$ cat src/design/fps_pkg.sv
package fps_pkg;

    // Buffer geometry
    localparam int BUFFER_WORDS = 64;
    localparam int BANK_DEPTH   = BUFFER_WORDS / 2;
    localparam int BANK_AW      = (BANK_DEPTH > 1) ? $clog2(BANK_DEPTH) : 1;
    localparam logic [8:0] BUF_WORDS_W = 9'(BUFFER_WORDS);

    // Field widths
    localparam int CMD_W   = 2;
    localparam int OP_W    = 3;
    localparam int WIDX_W  = 6;
    localparam int WORD_W  = 32;
    localparam int FSTAT_W = 8;
    localparam int ADDR_W  = 24;
    localparam int LEN_W   = 7;
    localparam int POS_W   = 7;
    localparam int FCMD_W  = 4;
    localparam int SCODE_W = 2;
    localparam int CFG_IDX_W = 8;

    // Input command codes
    localparam logic [CMD_W-1:0] CMD_START  = 2'd0;
    localparam logic [CMD_W-1:0] CMD_WRITE  = 2'd1;
    localparam logic [CMD_W-1:0] CMD_STATUS = 2'd2;

    // Start operations
    localparam logic [OP_W-1:0] OP_ERASE = 3'd0;
    localparam logic [OP_W-1:0] OP_PROG  = 3'd1;

    // Flash command codes
    localparam logic [FCMD_W-1:0] FC_ERASE = 4'h8;
    localparam logic [FCMD_W-1:0] FC_PROG  = 4'h6;

    // Report codes
    localparam logic [SCODE_W-1:0] ST_OK      = 2'd0;
    localparam logic [SCODE_W-1:0] ST_FERR    = 2'd1;
    localparam logic [SCODE_W-1:0] ST_NOTIMPL = 2'd2;

    // Result kinds
    localparam logic KIND_CMD    = 1'b0;
    localparam logic KIND_REPORT = 1'b1;

    // Configuration register indexes
    localparam logic [CFG_IDX_W-1:0] CFG_BASE_ADDR = 8'd0;
    localparam logic [CFG_IDX_W-1:0] CFG_WORD_LEN  = 8'd1;

    typedef enum logic [1:0] {
        PH_READY,
        PH_PROG_WAIT,
        PH_FINAL_WAIT
    } t_phase;

    // Jump conditions
    typedef enum logic [3:0] {
        C_NEVER,
        C_ALWAYS,
        C_NO_ACCEPT,
        C_CMD_WRITE,
        C_CMD_STATUS,
        C_CMD_NOT_START,
        C_BUSY,
        C_OP_ERASE,
        C_OP_NOT_PROG,
        C_IGNORE_STAT,
        C_STAT_ERR,
        C_FINAL,
        C_POS_DONE,
        C_OUT_FULL
    } t_cond;

    // Result loads
    typedef enum logic [2:0] {
        EM_NONE,
        EM_ERASE,
        EM_PROG,
        EM_OK,
        EM_FERR,
        EM_NOTIMPL
    } t_emit;

    localparam int UPC_W = 5;
    typedef logic [UPC_W-1:0] t_upc;

    // Program step labels
    localparam t_upc U_IDLE     = 5'd0;
    localparam t_upc U_DISP_WR  = 5'd1;
    localparam t_upc U_DISP_ST  = 5'd2;
    localparam t_upc U_DISP_CMD = 5'd3;
    localparam t_upc U_CHK_BUSY = 5'd4;
    localparam t_upc U_DISP_ER  = 5'd5;
    localparam t_upc U_DISP_PR  = 5'd6;
    localparam t_upc U_PROG_GO  = 5'd7;
    localparam t_upc U_STATUS   = 5'd8;
    localparam t_upc U_STAT_ERR = 5'd9;
    localparam t_upc U_STAT_FIN = 5'd10;
    localparam t_upc U_STAT_NXT = 5'd11;
    localparam t_upc U_WRITE    = 5'd12;
    localparam t_upc U_ER_WAIT  = 5'd13;
    localparam t_upc U_ER_EMIT  = 5'd14;
    localparam t_upc U_NI_WAIT  = 5'd15;
    localparam t_upc U_NI_EMIT  = 5'd16;
    localparam t_upc U_LOAD     = 5'd17;
    localparam t_upc U_PR_WAIT  = 5'd18;
    localparam t_upc U_PR_EMIT  = 5'd19;
    localparam t_upc U_PR_END   = 5'd20;
    localparam t_upc U_FE_WAIT  = 5'd21;
    localparam t_upc U_FE_EMIT  = 5'd22;
    localparam t_upc U_OK_WAIT  = 5'd23;
    localparam t_upc U_OK_EMIT  = 5'd24;

    typedef struct packed {
        t_cond  cond;
        t_upc   target;
        logic   ready;
        logic   buf_wr;
        logic   pos_clr;
        logic   pos_inc;
        logic   phase_we;
        t_phase phase_val;
        t_emit  emit;
    } t_uword;

endpackage

$ cat src/design/fps_ucode_rom.sv
module fps_ucode_rom (
    input  fps_pkg::t_upc   i_upc,
    output fps_pkg::t_uword o_uword
);
    import fps_pkg::*;

    always_comb begin
        o_uword           = '0;
        o_uword.cond      = C_ALWAYS;
        o_uword.target    = U_IDLE;
        o_uword.phase_val = PH_READY;
        o_uword.emit      = EM_NONE;
        case (i_upc)
            U_IDLE: begin
                o_uword.ready = 1'b1;
                o_uword.cond  = C_NO_ACCEPT;
            end
            U_DISP_WR: begin
                o_uword.cond   = C_CMD_WRITE;
                o_uword.target = U_WRITE;
            end
            U_DISP_ST: begin
                o_uword.cond   = C_CMD_STATUS;
                o_uword.target = U_STATUS;
            end
            U_DISP_CMD: o_uword.cond = C_CMD_NOT_START;
            U_CHK_BUSY: o_uword.cond = C_BUSY;
            U_DISP_ER: begin
                o_uword.cond   = C_OP_ERASE;
                o_uword.target = U_ER_WAIT;
            end
            U_DISP_PR: begin
                o_uword.cond   = C_OP_NOT_PROG;
                o_uword.target = U_NI_WAIT;
            end
            U_PROG_GO: begin
                o_uword.pos_clr = 1'b1;
                o_uword.target  = U_LOAD;
            end
            U_STATUS: o_uword.cond = C_IGNORE_STAT;
            U_STAT_ERR: begin
                o_uword.cond   = C_STAT_ERR;
                o_uword.target = U_FE_WAIT;
            end
            U_STAT_FIN: begin
                o_uword.cond   = C_FINAL;
                o_uword.target = U_OK_WAIT;
            end
            U_STAT_NXT: begin
                o_uword.pos_inc = 1'b1;
                o_uword.target  = U_LOAD;
            end
            U_WRITE: o_uword.buf_wr = 1'b1;
            U_ER_WAIT: begin
                o_uword.cond   = C_OUT_FULL;
                o_uword.target = U_ER_WAIT;
            end
            U_ER_EMIT: begin
                o_uword.emit      = EM_ERASE;
                o_uword.phase_we  = 1'b1;
                o_uword.phase_val = PH_FINAL_WAIT;
            end
            U_NI_WAIT: begin
                o_uword.cond   = C_OUT_FULL;
                o_uword.target = U_NI_WAIT;
            end
            U_NI_EMIT: o_uword.emit = EM_NOTIMPL;
            U_LOAD: begin
                o_uword.cond   = C_POS_DONE;
                o_uword.target = U_PR_END;
            end
            U_PR_WAIT: begin
                o_uword.cond   = C_OUT_FULL;
                o_uword.target = U_PR_WAIT;
            end
            U_PR_EMIT: begin
                o_uword.emit      = EM_PROG;
                o_uword.phase_we  = 1'b1;
                o_uword.phase_val = PH_PROG_WAIT;
            end
            U_PR_END: begin
                o_uword.phase_we  = 1'b1;
                o_uword.phase_val = PH_FINAL_WAIT;
            end
            U_FE_WAIT: begin
                o_uword.cond   = C_OUT_FULL;
                o_uword.target = U_FE_WAIT;
            end
            U_FE_EMIT: begin
                o_uword.emit     = EM_FERR;
                o_uword.phase_we = 1'b1;
            end
            U_OK_WAIT: begin
                o_uword.cond   = C_OUT_FULL;
                o_uword.target = U_OK_WAIT;
            end
            U_OK_EMIT: begin
                o_uword.emit     = EM_OK;
                o_uword.phase_we = 1'b1;
            end
            default: o_uword.cond = C_ALWAYS;
        endcase
    end

endmodule

$ cat src/design/fps_buffer.sv
module fps_buffer (
    input  logic                        i_clk,
    input  logic                        i_we,
    input  logic [fps_pkg::WIDX_W-1:0]  i_widx,
    input  logic [fps_pkg::WORD_W-1:0]  i_wdata,
    input  logic [fps_pkg::POS_W-1:0]   i_rpos,
    output logic [fps_pkg::WORD_W-1:0]  o_lo,
    output logic [fps_pkg::WORD_W-1:0]  o_hi
);
    import fps_pkg::*;

    // Even words in one bank, odd words in the other: one phrase per row
    logic [WORD_W-1:0] r_mem_even [BANK_DEPTH];
    logic [WORD_W-1:0] r_mem_odd  [BANK_DEPTH];

    logic [8:0]         widx_x;
    logic [8:0]         rpos_x;
    logic [BANK_AW-1:0] wrow;
    logic [BANK_AW-1:0] rrow;
    logic               in_range;

    assign widx_x   = {3'b000, i_widx};
    assign rpos_x   = {2'b00, i_rpos};
    assign wrow     = widx_x[BANK_AW:1];
    assign rrow     = rpos_x[BANK_AW:1];
    assign in_range = (widx_x < BUF_WORDS_W);

    always_ff @(posedge i_clk) begin
        if (i_we && in_range && !widx_x[0]) begin
            r_mem_even[wrow] <= i_wdata;
        end
        if (i_we && in_range && widx_x[0]) begin
            r_mem_odd[wrow] <= i_wdata;
        end
        o_lo <= r_mem_even[rrow];
        o_hi <= r_mem_odd[rrow];
    end

endmodule

$ cat src/design/flash_program_sequencer.sv
// Flash program sequencer. A host streams transactions into the slave side:
// tuser selects a start, a buffer word write or a flash status sample. Buffer
// writes fill a 64-word buffer; a start with op 0 issues one mass erase
// command, op 1 issues one program-phrase command per pair of buffer words at
// base_address + index*4, waiting for a clean completion (status bit 7 with
// no other bit set) after each phrase and once more before reporting OK.
// Any completion carrying error bits aborts with a flash-error report holding
// the status byte; other ops report not-implemented. Results leave through a
// registered master side: tuser 0 is a flash command, 1 a host report. Control
// is a microprogram of steps; a transaction that emits a result waits while the
// previous result is still held in the output register. Configuration writes
// are always accepted and take effect at once; write them only while idle.
module flash_program_sequencer (
    input  logic          i_clk,
    input  logic          i_rst_n,
    // slave side
    input  logic          i_s_tvalid,
    output logic          o_s_tready,
    // [2:0] op, [8:3] word_index, [40:9] word_data, [48:41] fstat, [55:49] zero
    input  logic [55:0]   i_s_tdata,
    // [1:0] cmd
    input  logic [1:0]    i_s_tuser,
    // master side
    output logic          o_m_tvalid,
    input  logic          i_m_tready,
    // [3:0] flash_cmd, [27:4] flash_addr, [59:28] phrase_low,
    // [91:60] phrase_high, [93:92] status_code, [101:94] error_bits,
    // [103:102] zero
    output logic [103:0]  o_m_tdata,
    // [0] kind
    output logic          o_m_tuser,
    // configuration write channel
    input  logic          i_cfg_valid,
    output logic          o_cfg_ready,
    input  logic [7:0]    i_cfg_index,
    input  logic [23:0]   i_cfg_data
);
    import fps_pkg::*;

    // Microsequencer
    t_upc   r_upc, n_upc;
    t_uword uw;
    logic   cond_true;
    logic   in_acc;

    // Latched transaction
    logic [CMD_W-1:0]   r_cmd;
    logic [OP_W-1:0]    r_op;
    logic [WIDX_W-1:0]  r_widx;
    logic [WORD_W-1:0]  r_wdata;
    logic [FSTAT_W-1:0] r_fstat;

    // Configuration
    logic [ADDR_W-1:0] r_base_addr;
    logic [LEN_W-1:0]  r_word_len;

    // Sequencing state
    t_phase           r_phase, n_phase;
    logic [POS_W-1:0] r_word_pos, n_word_pos;

    // Buffer read data for the phrase at r_word_pos
    logic [WORD_W-1:0] buf_lo, buf_hi;

    // Output register
    logic              r_out_valid;
    logic              r_kind;
    logic [FCMD_W-1:0] r_fcmd;
    logic [ADDR_W-1:0] r_faddr;
    logic [WORD_W-1:0] r_plo, r_phi;
    logic [SCODE_W-1:0] r_scode;
    logic [FSTAT_W-1:0] r_ebits;

    // Output register load values
    logic               n_kind;
    logic [FCMD_W-1:0]  n_fcmd;
    logic [ADDR_W-1:0]  n_faddr;
    logic [WORD_W-1:0]  n_plo, n_phi;
    logic [SCODE_W-1:0] n_scode;
    logic [FSTAT_W-1:0] n_ebits;

    logic [8:0]        eff_len;
    logic [8:0]        len_x;
    logic [ADDR_W-1:0] phrase_addr;

    fps_ucode_rom u_rom (
        .i_upc   (r_upc),
        .o_uword (uw)
    );

    fps_buffer u_buf (
        .i_clk   (i_clk),
        .i_we    (uw.buf_wr),
        .i_widx  (r_widx),
        .i_wdata (r_wdata),
        .i_rpos  (r_word_pos),
        .o_lo    (buf_lo),
        .o_hi    (buf_hi)
    );

    assign o_s_tready  = uw.ready;
    assign in_acc      = i_s_tvalid && o_s_tready;
    assign o_cfg_ready = 1'b1;

    // Clamp the programmed length to the buffer size; read live
    assign len_x       = {2'b00, r_word_len};
    assign eff_len     = (len_x > BUF_WORDS_W) ? BUF_WORDS_W : len_x;
    assign phrase_addr = r_base_addr + {15'd0, r_word_pos, 2'b00};

    // Jump condition
    always_comb begin
        case (uw.cond)
            C_NEVER:         cond_true = 1'b0;
            C_ALWAYS:        cond_true = 1'b1;
            C_NO_ACCEPT:     cond_true = !in_acc;
            C_CMD_WRITE:     cond_true = (r_cmd == CMD_WRITE);
            C_CMD_STATUS:    cond_true = (r_cmd == CMD_STATUS);
            C_CMD_NOT_START: cond_true = (r_cmd != CMD_START);
            C_BUSY:          cond_true = (r_phase != PH_READY);
            C_OP_ERASE:      cond_true = (r_op == OP_ERASE);
            C_OP_NOT_PROG:   cond_true = (r_op != OP_PROG);
            C_IGNORE_STAT:   cond_true = (r_phase == PH_READY) || !r_fstat[7];
            C_STAT_ERR:      cond_true = (r_fstat[6:0] != 7'd0);
            C_FINAL:         cond_true = (r_phase == PH_FINAL_WAIT);
            C_POS_DONE:      cond_true = ({2'b00, r_word_pos} >= eff_len);
            C_OUT_FULL:      cond_true = r_out_valid && !i_m_tready;
            default:         cond_true = 1'b1;
        endcase
    end

    // Next step and state updates
    always_comb begin
        n_upc      = cond_true ? uw.target : r_upc + t_upc'(1);
        n_phase    = uw.phase_we ? uw.phase_val : r_phase;
        n_word_pos = r_word_pos;
        if (uw.pos_clr) begin
            n_word_pos = '0;
        end else if (uw.pos_inc) begin
            n_word_pos = r_word_pos + POS_W'(2);
        end
    end

    always_ff @(posedge i_clk) begin
        if (!i_rst_n) begin
            r_upc      <= U_IDLE;
            r_phase    <= PH_READY;
            r_word_pos <= '0;
        end else begin
            r_upc      <= n_upc;
            r_phase    <= n_phase;
            r_word_pos <= n_word_pos;
        end
    end

    // Capture the transaction on acceptance
    always_ff @(posedge i_clk) begin
        if (in_acc) begin
            r_cmd   <= i_s_tuser;
            r_op    <= i_s_tdata[2:0];
            r_widx  <= i_s_tdata[8:3];
            r_wdata <= i_s_tdata[40:9];
            r_fstat <= i_s_tdata[48:41];
        end
    end

    // Configuration registers; drop writes beyond the register list
    always_ff @(posedge i_clk) begin
        if (!i_rst_n) begin
            r_base_addr <= '0;
            r_word_len  <= '0;
        end else if (i_cfg_valid) begin
            if (i_cfg_index == CFG_BASE_ADDR) begin
                r_base_addr <= i_cfg_data;
            end else if (i_cfg_index == CFG_WORD_LEN) begin
                r_word_len <= i_cfg_data[LEN_W-1:0];
            end
        end
    end

    // Output register: load on an emit step, release when taken
    always_ff @(posedge i_clk) begin
        if (!i_rst_n) begin
            r_out_valid <= 1'b0;
        end else if (uw.emit != EM_NONE) begin
            r_out_valid <= 1'b1;
        end else if (i_m_tready) begin
            r_out_valid <= 1'b0;
        end
    end

    // Build the result for the current emit step
    always_comb begin
        n_kind  = KIND_REPORT;
        n_fcmd  = '0;
        n_faddr = '0;
        n_plo   = '0;
        n_phi   = '0;
        n_scode = ST_OK;
        n_ebits = '0;
        case (uw.emit)
            EM_ERASE: begin
                n_kind = KIND_CMD;
                n_fcmd = FC_ERASE;
            end
            EM_PROG: begin
                n_kind  = KIND_CMD;
                n_fcmd  = FC_PROG;
                n_faddr = phrase_addr;
                n_plo   = buf_lo;
                n_phi   = buf_hi;
            end
            EM_FERR: begin
                n_scode = ST_FERR;
                n_ebits = r_fstat;
            end
            EM_NOTIMPL: n_scode = ST_NOTIMPL;
            default:    n_scode = ST_OK;
        endcase
    end

    always_ff @(posedge i_clk) begin
        if (uw.emit != EM_NONE) begin
            r_kind  <= n_kind;
            r_fcmd  <= n_fcmd;
            r_faddr <= n_faddr;
            r_plo   <= n_plo;
            r_phi   <= n_phi;
            r_scode <= n_scode;
            r_ebits <= n_ebits;
        end
    end

    assign o_m_tvalid = r_out_valid;
    assign o_m_tuser  = r_kind;
    assign o_m_tdata  = {2'b00, r_ebits, r_scode, r_phi, r_plo, r_faddr, r_fcmd};

endmodule

$ cat config.mk
export PLATFORM = sky130hd
export DESIGN_NAME = flash_program_sequencer
export DESIGN_NICKNAME = d
export VERILOG_FILES = /design/src/design/fps_pkg.sv /design/src/design/fps_ucode_rom.sv /design/src/design/fps_buffer.sv /design/src/design/flash_program_sequencer.sv
export SDC_FILE = /design/constraint.sdc
export NUM_CORES = 2
export LEC_CHECK = 0
export BUFFER_PORTS_ARGS = -buffer_cell sky130_fd_sc_hd__buf_2
export CAP_MARGIN = 20
export CORE_AREA = 2 2 503 505
export DETAILED_ROUTE_END_ITERATION = 7
export DIE_AREA = 0 0 505 507
export GPL_TIMING_DRIVEN = 0
export PLACE_DENSITY_LB_ADDON = 0.2
export SLEW_MARGIN = 20
export SYNTH_ARGS = -nofsm -noshare
export SYNTH_HDL_FRONTEND = slang
export SYNTH_SLANG_ARGS = --single-unit
$ cat constraint.sdc
create_clock -name i_clk -period 10.8 [get_ports i_clk]
set_clock_uncertainty 0.15 [all_clocks]
set_input_delay 1.08 -clock i_clk [delete_from_list [all_inputs] [get_ports i_clk]]
set_output_delay 1.08 -clock i_clk [all_outputs]
set_load 0.005 [all_outputs]
==> results.md <==
- Number of synthesized register bits: 2309
- Pre-Repair DR Iteration Count: 7
- Crit path capture type: flip-flop
- Fmax: 210.8 MHz
- Post-CTS Repair Setup Buffers: 0
- Final #Nets: 4452
- Initial Util: 0.3485
- RSZ-0062 raised after global routing: false
- Area of the multi-input gates: 18630 µm²
- Ratio of cells with drive above 1 in the final layout: 0.3540
- CP max FO: 10
- EDFF count, synth: 2200
- Total clock buffers created by CTS: 223
- CP arrival: 5.19 ns
- First-pass GRT wire length: 348300 µm
- Routed wire length: 253700 µm
- Final Cycle Share: 0.4393
- DRC Markers: 0
- Slew Viols, Final: 0
- Relative slew slack: 0.2267
- Total track usage: 0.1964
- Max clock buf depth: 3
- Die area: 256000 µm²
- Gate Count Post-Synth: 3699
- Post-synth top flop: edfxtp_1
- Clk sinks: 2309
- Post-Syn Area: 87290 µm²
- Initial antenna violation count: 17
- Asr flop ratio synth: 0
- # H-tree levels: 4
- Vias in the first global route: 42160
- Final Hold Vio Count: 0
- Buffers on Ports: 191
- Post-layout min period: 4.744 ns
- VDD IR max: 0.1459 mV
- CTS-repair resized insts: 0
- Vias: 41940
- Worst min path class: input port to flip-flop
- Hold_buf cts: 0
- Reg area: 68250 µm²
- Crit start category: flip-flop
- MaxCap Viol Count: 0
- DP HPWL: 176500 µm
- Antenna viol nets, final: 0
- Leakage: 32.41 nW
- Synth cell types: 60
- Root Driver: clkbuf_16
- Initial drt markers: 4999
- Area Growth Syn to Fin: 19.98%
- Die H: 507 µm
- WL/cell: 32.18 µm
- Ys Warns: 0
- Remaining Overflow, GRT: 0
- Final setup violation count: 0
- Sequential fraction of the synthesis area: 0.7819
- Pwr Density: 181.5 nW/µm²
- Util after Layout: 0.4181
- Core Area: 250500 µm²
- Worst skew pair latency: 0.88 ns
- Num rows: 184
- Post-DR vias/cell: 5.321
- CTS tree: done
- Worst-Margin Slew: 1.160 ns
- Avg Cell Area, Syn: 23.60 µm²
- Ports: 203
- Gpl congestion: 0.7925
- Status: finished, final reports clean
- CP Data Required Time: 11.25 ns
- Worst-path clk slew: 0.06 ns
- Largest net degree at the start of global routing: 33
- Total Power: 19.01 mW
- Die X: 505 µm
- Filler cells: 21790
- Setup Crit Path Kind: flip-flop to flip-flop
area by class of cell:
cell class	instances	area share
Sequential cell	2309	0.6517
Inverter	16	0.0005974
Buffer	190	0.008602
Clock buffer	296	0.05755
Tap cell	3348	0.04000
Clock inverter	122	0.008757
Multi-Input combinational cell	1186	0.1778
Timing Repair Buffer	412	0.05490
Antenna cell	4	0.00009558
flip-flops by register name, summed over array words and instances (netlist names), 24 cells and up:
register / cells
r_base_addr: 24
r_faddr: 24
r_phi: 32
r_plo: 32
r_wdata: 32
u_buf.o_hi: 32
u_buf.o_lo: 32
u_buf.r_mem_even: 1024
u_buf.r_mem_odd: 1024
cells in the final DEF (no fill, tap or decap), types with 53 or more instances in the layout:
cell	n
and2_1	79
buf_2	244
clkinv_1	53
mux2_2	64
buf_16	93
clkbuf_1	131
buf_12	63
clkbuf_16	225
dfxtp_1	109
nor2_4	64
mux4_2	640
edfxtp_1	2200
buf_8	64
cell families after synthesis:
family	share of synthesized area
XOR/XNOR	0.002408
flip-flops	0.7819
AND/OR/NAND/NOR	0.01961
multiplexers	0.1777
adder cells (fa/ha/maj)	0.002810
buffers and inverters	0.01048
other	0.00008604
AO/OA/AOI/OAI	0.005003
worst max-delay path: stages, from the launching register on:
cell and delay [ns]:
dfxtp_1 0.53, clkbuf_2 0.62, buf_2 0.57, buf_1 0.60, inv_1 0.15, fa_1 0.44
nor2b_1 0.15, o21ai_0 0.12, a21boi_0 0.27, o21a_1 0.18, or2_2 0.11, clkbuf_1 0.23
nand3_1 0.13, xor2_1 0.15, nor2_1 0.06
synthesized netlist by cell type (2+ instances only):
cell / count / area, µm²
nand2b_1: 6 / 37.54
nand2_1: 34 / 127.6
and2_1: 79 / 494.2
or3b_2: 3 / 26.28
nor4b_1: 2 / 17.52
a21boi_0: 3 / 22.52
inv_1: 15 / 56.30
nand4_1: 7 / 43.79
buf_6: 3 / 33.78
a21oi_1: 10 / 50.05
xnor2_1: 7 / 61.31
buf_4: 15 / 112.6
mux2_2: 64 / 720.7
clkbuf_1: 106 / 397.9
conb_1: 2 / 7.510
a21o_1: 2 / 15.01
nand3_1: 19 / 95.09
and3_1: 6 / 37.54
nor2b_1: 40 / 250.2
nor3_1: 8 / 40.04
mux2i_1: 38 / 380.4
o21a_1: 2 / 15.01
o22ai_1: 5 / 31.28
or3b_1: 2 / 17.52
nand3b_1: 4 / 30.03
nor2_1: 114 / 427.9
nor4_1: 3 / 18.77
a31oi_1: 2 / 12.51
or2_2: 3 / 18.77
buf_2: 50 / 250.2
mux4_2: 640 / 14410
o211ai_1: 3 / 22.52
dfxtp_1: 109 / 2182
o31ai_1: 4 / 30.03
o21ai_0: 16 / 80.08
edfxtp_1: 2200 / 66060
buf_1: 16 / 60.06
a211oi_1: 2 / 15.01
ha_1: 18 / 225.2
xor2_1: 17 / 148.9
power breakdown:
group,internal (mW),switching [mW]
combinational,0.386,0.770
clock,4.15,3.35
sequential,10.2,0.131
total,14.8,4.25
stage by stage:
| step | hold slack [ns] | instances | worst slack, ns | instance area (µm²) | setup TNS [ns] |
|---|---|---|---|---|---|
| 2_1_floorplan | 0.3173 | 3701 | 1.656 | 87290 | 0 |
| 3_3_place_gp | 0.3391 | 7240 | -4.591 | 92440 | -458.64 |
| 3_5_place_dp | 0.3367 | 7460 | 6.028 | 97760 | 0 |
| 4_1_cts | 0.1548 | 7878 | 5.987 | 104700 | 0 |
| 5_1_grt | 0.1990 | 7880 | 5.689 | 104700 | 0 |
| 6_report | 0.2405 | 7883 | 6.056 | 104700 | 0 |
final timing paths:
check | slack (ns) | to | cells past startpoint | from
worst min-delay path | 0.24 | r_wdata[30] | 1 | i_s_tdata[39]
worst max register to register | 6.06 | r_faddr[13] | 14 | r_word_pos[2]
worst min register to register | 0.35 | r_plo[9] | 1 | u_buf.o_lo[9]
worst max-delay path | 6.06 | r_faddr[13] | 14 | r_word_pos[2]
per-layer routing:
metal	track usage	vias to the layer above	part of all wire
li1	-	16960	-
met1	0.2722	23160	0.42
met2	0.3248	1533	0.49
met3	0.02813	289	0.062
met4	0.05418	2	0.026
met5	0	-	0.000051
No activity file was read; power rests on OpenSTA's default activity.
